File: src/design/assert_macros.svh
// Assertion helpers for the RTL; every check uses clk and arst_n of the includer.
`ifndef ASSERT_MACROS_SVH
`define ASSERT_MACROS_SVH

`define CHK_ALWAYS(lbl, cond, msg) \
	lbl: assert property (@(posedge clk) disable iff (!arst_n) (cond)) else $error(msg);

`define CHK_IMPLY(lbl, ante, cons, msg) \
	lbl: assert property (@(posedge clk) disable iff (!arst_n) (ante) |-> (cons)) \
		else $error(msg);

`endif

File: src/design/ps2hce_pkg.sv
package ps2hce_pkg;

	localparam int TIMER_BITS_DEF = 24;
	localparam int TMO_W = 24;
	localparam int CFG_IDX_W = 8;

	localparam logic [CFG_IDX_W-1:0] REG_WAIT_TMO = 8'd0;
	localparam logic [CFG_IDX_W-1:0] REG_IDLE_TMO = 8'd1;
	localparam logic [CFG_IDX_W-1:0] REG_RETRY = 8'd2;
	localparam logic [CFG_IDX_W-1:0] REG_AUX = 8'd3;

	localparam logic [TMO_W-1:0] WAIT_TMO_RST = 24'd40000;
	localparam logic [TMO_W-1:0] IDLE_TMO_RST = 24'd1000000;
	localparam logic [3:0] RETRY_RST = 4'd5;

	localparam logic [1:0] KIND_SEND = 2'd0;
	localparam logic [1:0] KIND_KEY = 2'd1;
	localparam logic [1:0] KIND_PKT = 2'd2;
	localparam logic [1:0] KIND_STATUS = 2'd3;

	localparam logic [2:0] ST_KB_READY = 3'd0;
	localparam logic [2:0] ST_MOUSE_READY = 3'd1;
	localparam logic [2:0] ST_WHEEL_READY = 3'd2;
	localparam logic [2:0] ST_RESET_SEEN = 3'd3;
	localparam logic [2:0] ST_LOST = 3'd4;
	localparam logic [2:0] ST_GAVE_UP = 3'd5;

	localparam logic [1:0] PFX_NONE = 2'd0;
	localparam logic [1:0] PFX_E0 = 2'd1;
	localparam logic [1:0] PFX_F0 = 2'd2;
	localparam logic [1:0] PFX_E0F0 = 2'd3;

	localparam logic [7:0] B_ACK = 8'hFA;
	localparam logic [7:0] B_RESEND = 8'hFE;
	localparam logic [7:0] B_SELFTEST = 8'hAA;
	localparam logic [7:0] B_RESET = 8'hFF;
	localparam logic [7:0] B_ECHO = 8'hEE;
	localparam logic [7:0] B_READ_DATA = 8'hEB;
	localparam logic [7:0] B_KB_ID1 = 8'hAB;
	localparam logic [7:0] B_KB_ID2 = 8'h83;
	localparam logic [7:0] B_WHEEL_ID = 8'h03;
	localparam logic [7:0] B_EXT = 8'hE0;
	localparam logic [7:0] B_BREAK = 8'hF0;

	localparam logic [4:0] CMD_FIRST = 5'd0;
	localparam logic [4:0] CMD_ID = 5'd1;
	localparam logic [4:0] CMD_MOUSE = 5'd2;
	localparam logic [4:0] CMD_M_ID = 5'd8;
	localparam logic [4:0] CMD_M_TAIL = 5'd9;
	localparam logic [4:0] CMD_M_LAST = 5'd11;
	localparam logic [4:0] CMD_KB = 5'd12;
	localparam logic [4:0] CMD_KB_LAST = 5'd16;

	typedef enum logic [7:0] {
		PH_CMD    = 8'b0000_0001,
		PH_WAIT_AA = 8'b0000_0010,
		PH_DROP   = 8'b0000_0100,
		PH_ID1    = 8'b0000_1000,
		PH_KB_ID2 = 8'b0001_0000,
		PH_M_ID2  = 8'b0010_0000,
		PH_KEYBD  = 8'b0100_0000,
		PH_MOUSE  = 8'b1000_0000
	} phase_t;

	typedef struct packed {
		phase_t phase;
		logic [4:0] cmd_idx;
		logic [3:0] setup_fails;
		logic [1:0] pfx;
		logic probe;
		logic [1:0] pos;
		logic wheel;
	} ctl_t;

	typedef struct packed {
		logic [TMO_W-1:0] wait_tmo;
		logic [TMO_W-1:0] idle_tmo;
		logic [3:0] retry;
		logic aux;
	} cfg_t;

	typedef struct packed {
		logic [1:0] kind;
		logic [7:0] code;
		logic key_release;
		logic [7:0] pkt_byte0;
		logic [7:0] pkt_byte1;
		logic [7:0] pkt_byte2;
		logic [7:0] pkt_byte3;
		logic [2:0] pkt_len;
		logic [2:0] status;
		logic aux_prefix;
	} res_t;

	function automatic logic [7:0] cmd_byte(input logic [4:0] idx);
		logic [7:0] b;
		unique case (idx)
			5'd0: b = 8'hF5;
			5'd1: b = 8'hF2;
			5'd2: b = 8'hF3;
			5'd3: b = 8'd200;
			5'd4: b = 8'hF3;
			5'd5: b = 8'd100;
			5'd6: b = 8'hF3;
			5'd7: b = 8'd80;
			5'd8: b = 8'hF2;
			5'd9: b = 8'hF3;
			5'd10: b = 8'd40;
			5'd11: b = 8'hF4;
			5'd12: b = 8'hF0;
			5'd13: b = 8'h02;
			5'd14: b = 8'hF3;
			5'd15: b = 8'h7F;
			5'd16: b = 8'hF4;
			default: b = 8'hF5;
		endcase
		return b;
	endfunction

endpackage

File: src/design/ps2hce_step.sv
module ps2hce_step #(
	parameter int TIMER_BITS = ps2hce_pkg::TIMER_BITS_DEF
) (
	input  ps2hce_pkg::cfg_t cfg,
	input  ps2hce_pkg::ctl_t cur,
	input  logic [TIMER_BITS-1:0] timer,
	input  logic [2:0][7:0] store,
	input  logic func,
	input  logic [7:0] data_byte,
	output ps2hce_pkg::ctl_t nxt,
	output logic [TIMER_BITS-1:0] timer_nxt,
	output logic store_we,
	output logic [1:0] store_idx,
	output logic res_v,
	output ps2hce_pkg::res_t res
);
	import ps2hce_pkg::*;

	localparam int CW = (TIMER_BITS > TMO_W) ? TIMER_BITS : TMO_W;

	logic [TIMER_BITS-1:0] timer_inc;
	logic [3:0] fail_inc;
	logic [TMO_W-1:0] thr;
	logic idle;
	logic fire;
	logic go_cmd;
	logic [4:0] go_idx;
	logic go_fail;
	logic go_lost;
	logic go_ready;
	phase_t ready_ph;
	logic [2:0] ready_st;
	logic go_kb_err;
	logic [2:0] len;
	logic [1:0] st;

	assign timer_inc = (&timer) ? timer : timer + 1'b1;
	assign fail_inc = (&cur.setup_fails) ? cur.setup_fails : cur.setup_fails + 4'd1;
	assign idle = (cur.phase == PH_KEYBD) || (cur.phase == PH_MOUSE);
	assign thr = idle ? cfg.idle_tmo : cfg.wait_tmo;
	assign fire = CW'(timer_inc) >= CW'(thr);
	assign len = cur.wheel ? 3'd4 : 3'd3;
	assign st = cur.pfx;
	assign store_idx = cur.pos;

	always_comb begin
		nxt = cur;
		timer_nxt = timer;
		store_we = 1'b0;
		res_v = 1'b0;
		res = '0;
		go_cmd = 1'b0;
		go_idx = CMD_FIRST;
		go_fail = 1'b0;
		go_lost = 1'b0;
		go_ready = 1'b0;
		ready_ph = PH_KEYBD;
		ready_st = ST_KB_READY;
		go_kb_err = 1'b0;

		if (!func) begin
			timer_nxt = '0;
			unique case (cur.phase)
				PH_CMD: begin
					if (data_byte == B_RESEND) begin
						go_cmd = 1'b1;
						go_idx = cur.cmd_idx;
					end else if (data_byte != B_ACK) begin
						go_fail = 1'b1;
					end else begin
						priority case (cur.cmd_idx)
							CMD_ID: nxt.phase = PH_ID1;
							CMD_M_ID: nxt.phase = PH_M_ID2;
							CMD_M_LAST: begin
								go_ready = 1'b1;
								ready_ph = PH_MOUSE;
								ready_st = cur.wheel ? ST_WHEEL_READY : ST_MOUSE_READY;
							end
							CMD_KB_LAST: begin
								go_ready = 1'b1;
								ready_ph = PH_KEYBD;
								ready_st = ST_KB_READY;
							end
							default: begin
								go_cmd = 1'b1;
								go_idx = cur.cmd_idx + 5'd1;
							end
						endcase
					end
				end
				PH_WAIT_AA: begin
					if (data_byte == B_SELFTEST) begin
						nxt.phase = PH_DROP;
						res_v = 1'b1;
						res.kind = KIND_STATUS;
						res.status = ST_RESET_SEEN;
					end
				end
				PH_DROP: begin
					go_cmd = 1'b1;
					go_idx = CMD_FIRST;
				end
				PH_ID1: begin
					if (data_byte == 8'h00) begin
						go_cmd = 1'b1;
						go_idx = CMD_MOUSE;
					end else if (data_byte == B_KB_ID1) begin
						nxt.phase = PH_KB_ID2;
					end else begin
						go_fail = 1'b1;
					end
				end
				PH_KB_ID2: begin
					if (data_byte == B_KB_ID2) begin
						go_cmd = 1'b1;
						go_idx = CMD_KB;
					end else begin
						go_fail = 1'b1;
					end
				end
				PH_M_ID2: begin
					if (data_byte == 8'h00 || data_byte == B_WHEEL_ID) begin
						nxt.wheel = (data_byte == B_WHEEL_ID);
						go_cmd = 1'b1;
						go_idx = CMD_M_TAIL;
					end else begin
						go_fail = 1'b1;
					end
				end
				PH_KEYBD: begin
					nxt.probe = 1'b0;
					if (data_byte == 8'h00 || data_byte == B_SELFTEST ||
					    data_byte == 8'hFC || data_byte == 8'hFD ||
					    data_byte == B_RESEND || data_byte == B_RESET) begin
						go_kb_err = 1'b1;
					end else if (data_byte == B_ECHO || data_byte == B_ACK) begin
						nxt.pfx = cur.pfx;
					end else if (st == PFX_NONE &&
					             (data_byte == B_EXT || data_byte == B_BREAK)) begin
						nxt.pfx = (data_byte == B_EXT) ? PFX_E0 : PFX_F0;
					end else if (st == PFX_E0 && data_byte == B_BREAK) begin
						nxt.pfx = PFX_E0F0;
					end else begin
						res_v = 1'b1;
						res.kind = KIND_KEY;
						res.code = data_byte;
						if ((st == PFX_E0 || st == PFX_E0F0) && !data_byte[7]) begin
							res.code[7] = 1'b1;
						end
						res.key_release = (st == PFX_F0 || st == PFX_E0F0);
						nxt.pfx = PFX_NONE;
					end
				end
				PH_MOUSE: begin
					if (cur.probe && data_byte == B_ACK) begin
						nxt.probe = 1'b0;
					end else if (cur.pos == 2'd0 && !data_byte[3]) begin
						nxt.pos = cur.pos;
					end else if (({1'b0, cur.pos} + 3'd1) < len && cur.pos != 2'd3) begin
						store_we = 1'b1;
						nxt.pos = cur.pos + 2'd1;
					end else begin
						res_v = 1'b1;
						res.kind = KIND_PKT;
						res.pkt_byte0 = store[0];
						res.pkt_byte1 = store[1];
						if (cur.wheel) begin
							res.pkt_byte2 = store[2];
							res.pkt_byte3 = data_byte;
						end else begin
							res.pkt_byte2 = data_byte;
						end
						res.pkt_len = len;
						nxt.pos = 2'd0;
					end
				end
				default: begin
					go_kb_err = 1'b0;
					nxt.phase = PH_WAIT_AA;
					nxt.pfx = PFX_NONE;
					nxt.probe = 1'b0;
					nxt.pos = 2'd0;
				end
			endcase
		end else if (cur.phase != PH_WAIT_AA) begin
			timer_nxt = timer_inc;
			if (fire) begin
				if (cur.phase == PH_DROP) begin
					go_cmd = 1'b1;
					go_idx = CMD_FIRST;
				end else if (idle) begin
					if (cur.probe) begin
						go_lost = 1'b1;
					end else begin
						nxt.probe = 1'b1;
						timer_nxt = '0;
						res_v = 1'b1;
						res.kind = KIND_SEND;
						res.code = (cur.phase == PH_KEYBD) ? B_ECHO : B_READ_DATA;
						res.aux_prefix = cfg.aux;
					end
				end else begin
					go_fail = 1'b1;
				end
			end
		end

		if (go_cmd) begin
			nxt.phase = PH_CMD;
			nxt.cmd_idx = go_idx;
			timer_nxt = '0;
			res_v = 1'b1;
			res.kind = KIND_SEND;
			res.code = cmd_byte(go_idx);
			res.aux_prefix = cfg.aux;
		end
		if (go_fail || go_lost || go_kb_err) begin
			nxt.phase = PH_WAIT_AA;
			timer_nxt = '0;
			nxt.pfx = PFX_NONE;
			nxt.probe = 1'b0;
			nxt.pos = 2'd0;
			res_v = 1'b1;
			res.kind = KIND_STATUS;
			res.status = ST_LOST;
		end
		if (go_lost) begin
			nxt.setup_fails = 4'd0;
		end
		if (go_fail) begin
			nxt.setup_fails = fail_inc;
			res = '0;
			if (fail_inc < cfg.retry) begin
				res.kind = KIND_SEND;
				res.code = B_RESET;
				res.aux_prefix = cfg.aux;
			end else begin
				res.kind = KIND_STATUS;
				res.status = ST_GAVE_UP;
			end
		end
		if (go_ready) begin
			nxt.phase = ready_ph;
			timer_nxt = '0;
			nxt.pfx = PFX_NONE;
			nxt.probe = 1'b0;
			nxt.pos = 2'd0;
			res_v = 1'b1;
			res.kind = KIND_STATUS;
			res.status = ready_st;
		end
	end

endmodule

File: src/design/ps2_host_channel_engine.sv
// One PS/2 host channel: each beat on the item channel is either a byte received from the
// device (func 0) or one timer tick (func 1), and each beat yields at most one result beat
// (a byte to send, a key event, a mouse packet or a status). Every item passes from the
// input register through the combinational step logic into the result register, so one
// item is accepted per clock while the result register is free or being drained; a
// stalled result holds back the input register. Configuration registers are taken at any
// time with cfg_ready always high and should be written only while the channel is idle.
module ps2_host_channel_engine #(
	parameter int TIMER_BITS = ps2hce_pkg::TIMER_BITS_DEF
) (
	input  logic clk,
	input  logic arst_n,
	input  logic item_valid,
	output logic item_stall,
	input  logic func,
	input  logic [7:0] data_byte,
	input  logic cfg_valid,
	output logic cfg_ready,
	input  logic [ps2hce_pkg::CFG_IDX_W-1:0] cfg_index,
	input  logic [31:0] cfg_data,
	output logic res_valid,
	input  logic res_stall,
	output logic [1:0] kind,
	output logic [7:0] code,
	output logic key_release,
	output logic [7:0] pkt_byte0,
	output logic [7:0] pkt_byte1,
	output logic [7:0] pkt_byte2,
	output logic [7:0] pkt_byte3,
	output logic [2:0] pkt_len,
	output logic [2:0] status,
	output logic aux_prefix
);
	import ps2hce_pkg::*;
	`include "assert_macros.svh"

	cfg_t cfg_q;
	ctl_t ctl_q;
	ctl_t ctl_nxt;
	logic [TIMER_BITS-1:0] timer_q;
	logic [TIMER_BITS-1:0] timer_nxt;
	logic [2:0][7:0] store_q;
	logic store_we;
	logic [1:0] store_idx;
	logic v_s1;
	logic func_s1;
	logic [7:0] byte_s1;
	logic step_v;
	res_t step_res;
	logic res_v_q;
	res_t res_q;
	logic out_ready;
	logic adv;

	assign cfg_ready = 1'b1;
	assign out_ready = !res_v_q || !res_stall;
	assign adv = v_s1 && out_ready;
	assign item_stall = v_s1 && !out_ready;

	always_ff @(posedge clk or negedge arst_n) begin
		if (!arst_n) begin
			cfg_q.wait_tmo <= WAIT_TMO_RST;
			cfg_q.idle_tmo <= IDLE_TMO_RST;
			cfg_q.retry <= RETRY_RST;
			cfg_q.aux <= 1'b0;
		end else if (cfg_valid) begin
			priority case (cfg_index)
				REG_WAIT_TMO: cfg_q.wait_tmo <= cfg_data[TMO_W-1:0];
				REG_IDLE_TMO: cfg_q.idle_tmo <= cfg_data[TMO_W-1:0];
				REG_RETRY: cfg_q.retry <= cfg_data[3:0];
				REG_AUX: cfg_q.aux <= cfg_data[0];
				default: cfg_q.aux <= cfg_q.aux;
			endcase
		end
	end

	always_ff @(posedge clk or negedge arst_n) begin
		if (!arst_n) begin
			v_s1 <= 1'b0;
		end else if (!item_stall) begin
			v_s1 <= item_valid;
		end
	end

	always_ff @(posedge clk) begin
		if (!item_stall && item_valid) begin
			func_s1 <= func;
			byte_s1 <= data_byte;
		end
	end

	ps2hce_step #(
		.TIMER_BITS(TIMER_BITS)
	) u_step (
		.cfg(cfg_q),
		.cur(ctl_q),
		.timer(timer_q),
		.store(store_q),
		.func(func_s1),
		.data_byte(byte_s1),
		.nxt(ctl_nxt),
		.timer_nxt(timer_nxt),
		.store_we(store_we),
		.store_idx(store_idx),
		.res_v(step_v),
		.res(step_res)
	);

	always_ff @(posedge clk or negedge arst_n) begin
		if (!arst_n) begin
			ctl_q.phase <= PH_WAIT_AA;
			ctl_q.cmd_idx <= CMD_FIRST;
			ctl_q.setup_fails <= 4'd0;
			ctl_q.pfx <= PFX_NONE;
			ctl_q.probe <= 1'b0;
			ctl_q.pos <= 2'd0;
			ctl_q.wheel <= 1'b0;
			timer_q <= '0;
		end else if (adv) begin
			ctl_q <= ctl_nxt;
			timer_q <= timer_nxt;
		end
	end

	always_ff @(posedge clk) begin
		if (adv && store_we) begin
			store_q[store_idx] <= byte_s1;
		end
	end

	always_ff @(posedge clk or negedge arst_n) begin
		if (!arst_n) begin
			res_v_q <= 1'b0;
		end else if (out_ready) begin
			res_v_q <= adv && step_v;
		end
	end

	always_ff @(posedge clk) begin
		if (adv && step_v && out_ready) begin
			res_q <= step_res;
		end
	end

	assign res_valid = res_v_q;
	assign kind = res_q.kind;
	assign code = res_q.code;
	assign key_release = res_q.key_release;
	assign pkt_byte0 = res_q.pkt_byte0;
	assign pkt_byte1 = res_q.pkt_byte1;
	assign pkt_byte2 = res_q.pkt_byte2;
	assign pkt_byte3 = res_q.pkt_byte3;
	assign pkt_len = res_q.pkt_len;
	assign status = res_q.status;
	assign aux_prefix = res_q.aux_prefix;

	`CHK_IMPLY(a_stall_has_item, item_stall, v_s1, "item stalled with an empty input stage")
	`CHK_IMPLY(a_wait_timer_clear, ctl_q.phase == PH_WAIT_AA, timer_q == '0,
		"timer running while waiting for self test")
	`CHK_IMPLY(a_send_aux, res_v_q && res_q.kind == KIND_SEND, res_q.aux_prefix == cfg_q.aux,
		"send beat with wrong aux prefix")
	`CHK_IMPLY(a_len_only_pkt, res_v_q && res_q.kind != KIND_PKT, res_q.pkt_len == 3'd0,
		"packet length set on a non-packet beat")

endmodule

File: config.mk
export PLATFORM = sky130hd
export DESIGN_NAME = ps2_host_channel_engine
export DESIGN_NICKNAME = d
export VERILOG_FILES = /design/src/design/ps2hce_pkg.sv /design/src/design/ps2hce_step.sv /design/src/design/ps2_host_channel_engine.sv
export VERILOG_INCLUDE_DIRS = /design/src /design/src/design
export SDC_FILE = /design/constraint.sdc
export NUM_CORES = 1
export LEC_CHECK = 0
export ABC_AREA = 1
export BUFFER_PORTS_ARGS = -buffer_cell sky130_fd_sc_hd__buf_2
export CAP_MARGIN = 20
export CELL_PAD_IN_SITES_DETAIL_PLACEMENT = 1
export CELL_PAD_IN_SITES_GLOBAL_PLACEMENT = 1
export CORE_ASPECT_RATIO = 0.75
export CORE_UTILIZATION = 45
export CTS_BUF_LIST = sky130_fd_sc_hd__clkbuf_16
export DETAILED_ROUTE_END_ITERATION = 10
export GPL_ROUTABILITY_DRIVEN = 0
export PLACE_DENSITY_LB_ADDON = 0.2
export SLEW_MARGIN = 20
export SYNTH_ARGS = -nofsm -noshare
export SYNTH_HDL_FRONTEND = slang
export SYNTH_SLANG_ARGS = --single-unit
File: constraint.sdc
create_clock -name clk -period 5.78 [get_ports clk]
set_input_delay 0.289 -clock clk [delete_from_list [all_inputs] [get_ports clk]]
set_output_delay 0.289 -clock clk [all_outputs]
set_load 0.01 [all_outputs]
==> run metrics <==
transition at the pin with the smallest max-transition slack 0.9005 ns; f_max 0.2033 GHz; post-route minimum period 4.920 ns; drt drc 14; First-pass DRT Iterations 8; average wire per cell in the routed design 18.43 um; number of nets produced by synthesis 1426; number of endpoints failing setup at the final stage 0; required time at the worst-slack endpoint 5.97 ns; Peak VDD IR 0.2461 mV; number of cells traversed by the worst hold path 1; clock sink count 184; DRC violation total after the first TritonRoute iteration 660; proportion of netlist area held by the largest area contributor 23.05%; Post-CTS Repair Setup Buffers 0; cell count after synthesis 1328; clock tree from TritonCTS built; CTS root buffer sky130_fd_sc_hd__clkbuf_16; number of max-cap violations 0; setup TNS 0 ns; sw frac 40.95%; signal arrival time at the worst endpoint 5.11 ns; sequential power share 38.7%; startpoint types flop; final clock skew 0.01003 ns; clock buffer count from CTS 17; core region area 0.02312 sq mm; maximum number of pins on one net before global-route repair 65; count of flip-flops with a built-in enable after synthesis 82; final count of hold timing violations 0; Total Die Area 0.02437 sq mm; r2r worst-path depth 20; clock network fraction of total power 25.1%; overall power consumption 4541 uW; cell area after synthesis 0.01068 sq mm; width of the die 179.9 um; distinct cell type count after synthesis 46; fraction of final layout cells with drive strength greater than 1 15.09%; CTS Hold Bufs 1; via count 9299; Max-Slew Margin vs Limit 39.80%; GRT Total Usage 27.27%; leading register cell type out of synthesis sky130_fd_sc_hd__dfrtp_1; first-pass GRT wire length 51.44 mm; proportion of synthesized flip-flops having asynchronous set or reset 55.43%; relative contribution of combinational cells to total power 36.2%; net switching power figure 1860 uW; number of cells upsized or downsized after cts 0; internal portion of total power 2682 uW; type of the tightest min-delay check in -> reg; cells taking the most area after synthesis sky130_fd_sc_hd__edfxtp_1, sky130_fd_sc_hd__dfrtp_1, sky130_fd_sc_hd__nand2_1; NumNets Final 1523; overflow left after global routing 0; RSZ-0062 raised after global routing no; CP max FO 29; type of destination of the critical path flop; violated checks design-rule violations; Seq/Total Area, Yosys 47.11%; Antenna Nets Post-Route 0; buffer levels on the longest clock path 2; Avg Vias per Cell 5.347; category of the most critical setup path reg -> reg; Ports 107; setup slack, reg-to-reg 0.86 ns; Leakage Power 0.005959 uW; Final Cycle Share 85.12%; result of the run complete, but fails checks; Mapped Avg Cell Area 8.045 sq um; antenna violations before repair 2; cell type with the largest total area after synthesis sky130_fd_sc_hd__edfxtp_1; number of port buffers 97; Yosys warnings 0; effective utilization at floorplan 46.21%; DP Wirelength 23.96 mm; P per Cell Area 376.6 mW/mm^2; clock transition time at the flip-flop clock pins of the worst setup and hold paths 0.07 ns; # H-tree levels 4; Die Span Y 135.4 um; Std-Cell Rows 48; vias in the first global route 9513; clock latency reported for the late side of the worst-skew pair 0.45 ns; signed area change from the synthesized netlist to the final layout 12.86%; count of pins over their slew limit 0; flops & latches, synth 184; Final Routed Wirelength 32.05 mm
==> cells in the final DEF, fill, tap and decap left out, types with 4 or more instances in the layout <==
cell type / count
sky130_fd_sc_hd__nand3_2: 5
sky130_fd_sc_hd__edfxtp_1: 82
sky130_fd_sc_hd__a21oi_1: 18
sky130_fd_sc_hd__xor2_1: 8
sky130_fd_sc_hd__inv_6: 4
sky130_fd_sc_hd__buf_2: 96
sky130_fd_sc_hd__nand3_1: 58
sky130_fd_sc_hd__nor3_1: 20
sky130_fd_sc_hd__ha_1: 44
sky130_fd_sc_hd__nand2_2: 11
sky130_fd_sc_hd__nor2_1: 127
sky130_fd_sc_hd__xnor2_1: 9
sky130_fd_sc_hd__nand3b_1: 5
sky130_fd_sc_hd__inv_2: 9
sky130_fd_sc_hd__buf_4: 14
sky130_fd_sc_hd__dfstp_2: 15
sky130_fd_sc_hd__o21ai_1: 13
sky130_fd_sc_hd__nor2_2: 15
sky130_fd_sc_hd__mux2i_1: 23
sky130_fd_sc_hd__nand2_1: 428
sky130_fd_sc_hd__clkbuf_16: 17
sky130_fd_sc_hd__inv_1: 150
sky130_fd_sc_hd__nand4_1: 20
sky130_fd_sc_hd__dfrtp_1: 87
sky130_fd_sc_hd__or2_2: 4
sky130_fd_sc_hd__nor2_4: 8
sky130_fd_sc_hd__nor3b_1: 18
sky130_fd_sc_hd__o21ai_0: 86
sky130_fd_sc_hd__o211ai_1: 8
==> power groups by stage <==
stage	Sequential, uW	Combinational [uW]	Clock, uW
6_report	1760	1640	1140
5_1_grt	1780	1820	1200
4_1_cts	1760	1620	1150
3_5_place_dp	1790	1610	0
3_3_place_gp	1770	1540	0
2_1_floorplan	1800	1040	0
==> area by class of cell <==
| class | instances | area (sq um) |
|---|---|---|
| inverter | 159 | 599.3 |
| sequential | 184 | 5034 |
| clock buffer | 17 | 425.4 |
| timing repair buffer | 112 | 615.6 |
| clock inverter | 15 | 136.4 |
| antenna | 1 | 2.502 |
| fill | 2872 | 11060 |
| multi-input combinational | 951 | 4870 |
| tap | 300 | 375.4 |
==> final timing paths <==
kind,from,endpoint
setup reg to reg,timer_q[1],code[1]
hold / removal,data_byte[7],byte_s1[7]
max in group asynchronous,arst_n,ctl_q[16]
min in group asynchronous,arst_n,cfg_q[42]
hold reg to reg,cfg_q[31],cfg_q[31]
setup / recovery,timer_q[1],code[1]
==> kinds of logic (layout without fill, tap and decap cells) <==
group,count (synthesis),after routing,synth area share (%)
buf+inv,193,303,7.308
simple gates,727,727,29.71
flops,184,184,47.11
xor+xnor,17,17,1.394
fa+ha+maj,44,44,5.153
compound gates,138,138,7.027
mux,24,24,2.260
other cells,1,2,0.03510
==> stage by stage <==
step / hold WS, ns / setup slack, ns / instance area, sq um / utilization (%) / std cells
detailed placement: 0.4455 / 0.7031 / 11460 / 49.58 / 1704
floorplan: -0.006591 / 1.357 / 10680 / - / 1328
finish: 0.01908 / 0.8600 / 12060 / 52.15 / 1739
global route: 0.008482 / 0.5173 / 12060 / 52.15 / 1739
global placement: 0.4457 / 0.9087 / 11460 / 49.58 / 1704
CTS: 0.002685 / 0.6313 / 12040 / 52.05 / 1737
==> sequential cells by signal, indices dropped and copies added, names as in the netlist <==
name / count
pkt_byte1: 8
byte_s1: 8
kind: 2
res_valid: 1
cfg_q: 53
timer_q: 24
pkt_byte3: 8
pkt_len: 2
aux_prefix: 1
key_release: 1
pkt_byte0: 8
status: 3
store_q: 24
code: 8
pkt_byte2: 8
func_s1: 1
v_s1: 1
ctl_q: 23
==> per-layer routing <==
metal  share of wire, %  vias to the layer above  GRT usage (%)
met5              0.025                        -              0
met4                1.3                        2          5.795
met3                4.9                       32          5.161
met2                 44                      210          41.96
met1                 50                     4580          39.90
li1                   -                     4475              -
==> synth_stat cells (all sizes together), types with 8 or more instances <==
cell type  number
nand2         441
inv           159
nor2          150
o21ai         100
dfrtp          87
edfxtp         82
nand3          63
ha             44
mux2i          23
nor3           22
nand4          20
a21oi          19
nor3b          18
buf            17
clkbuf         17
dfstp          15
xnor2           9
o211ai          8
xor2            8
==> critical path, stage by stage (launching register included) <==
cell                      delay, ns
sky130_fd_sc_hd__dfrtp_1       0.42
sky130_fd_sc_hd__ha_1          0.29
sky130_fd_sc_hd__inv_1         0.11
sky130_fd_sc_hd__nor2_2        0.31
sky130_fd_sc_hd__nand2_1       0.17
sky130_fd_sc_hd__nor2_2        0.19
sky130_fd_sc_hd__nand2_2       0.33
sky130_fd_sc_hd__nand2_1       0.34
sky130_fd_sc_hd__ha_1          0.30
sky130_fd_sc_hd__a21oi_1       0.20
sky130_fd_sc_hd__nand2_1       0.09
sky130_fd_sc_hd__a21oi_1       0.16
sky130_fd_sc_hd__nand3_1       0.17
sky130_fd_sc_hd__buf_4         0.24
sky130_fd_sc_hd__nand2_1       0.13
sky130_fd_sc_hd__nand4_1       0.14
sky130_fd_sc_hd__nor2_2        0.19
sky130_fd_sc_hd__inv_1         0.06
sky130_fd_sc_hd__o21ai_1       0.27
sky130_fd_sc_hd__inv_2         0.28
sky130_fd_sc_hd__buf_12        0.26
(Power assumes the default switching activity.)
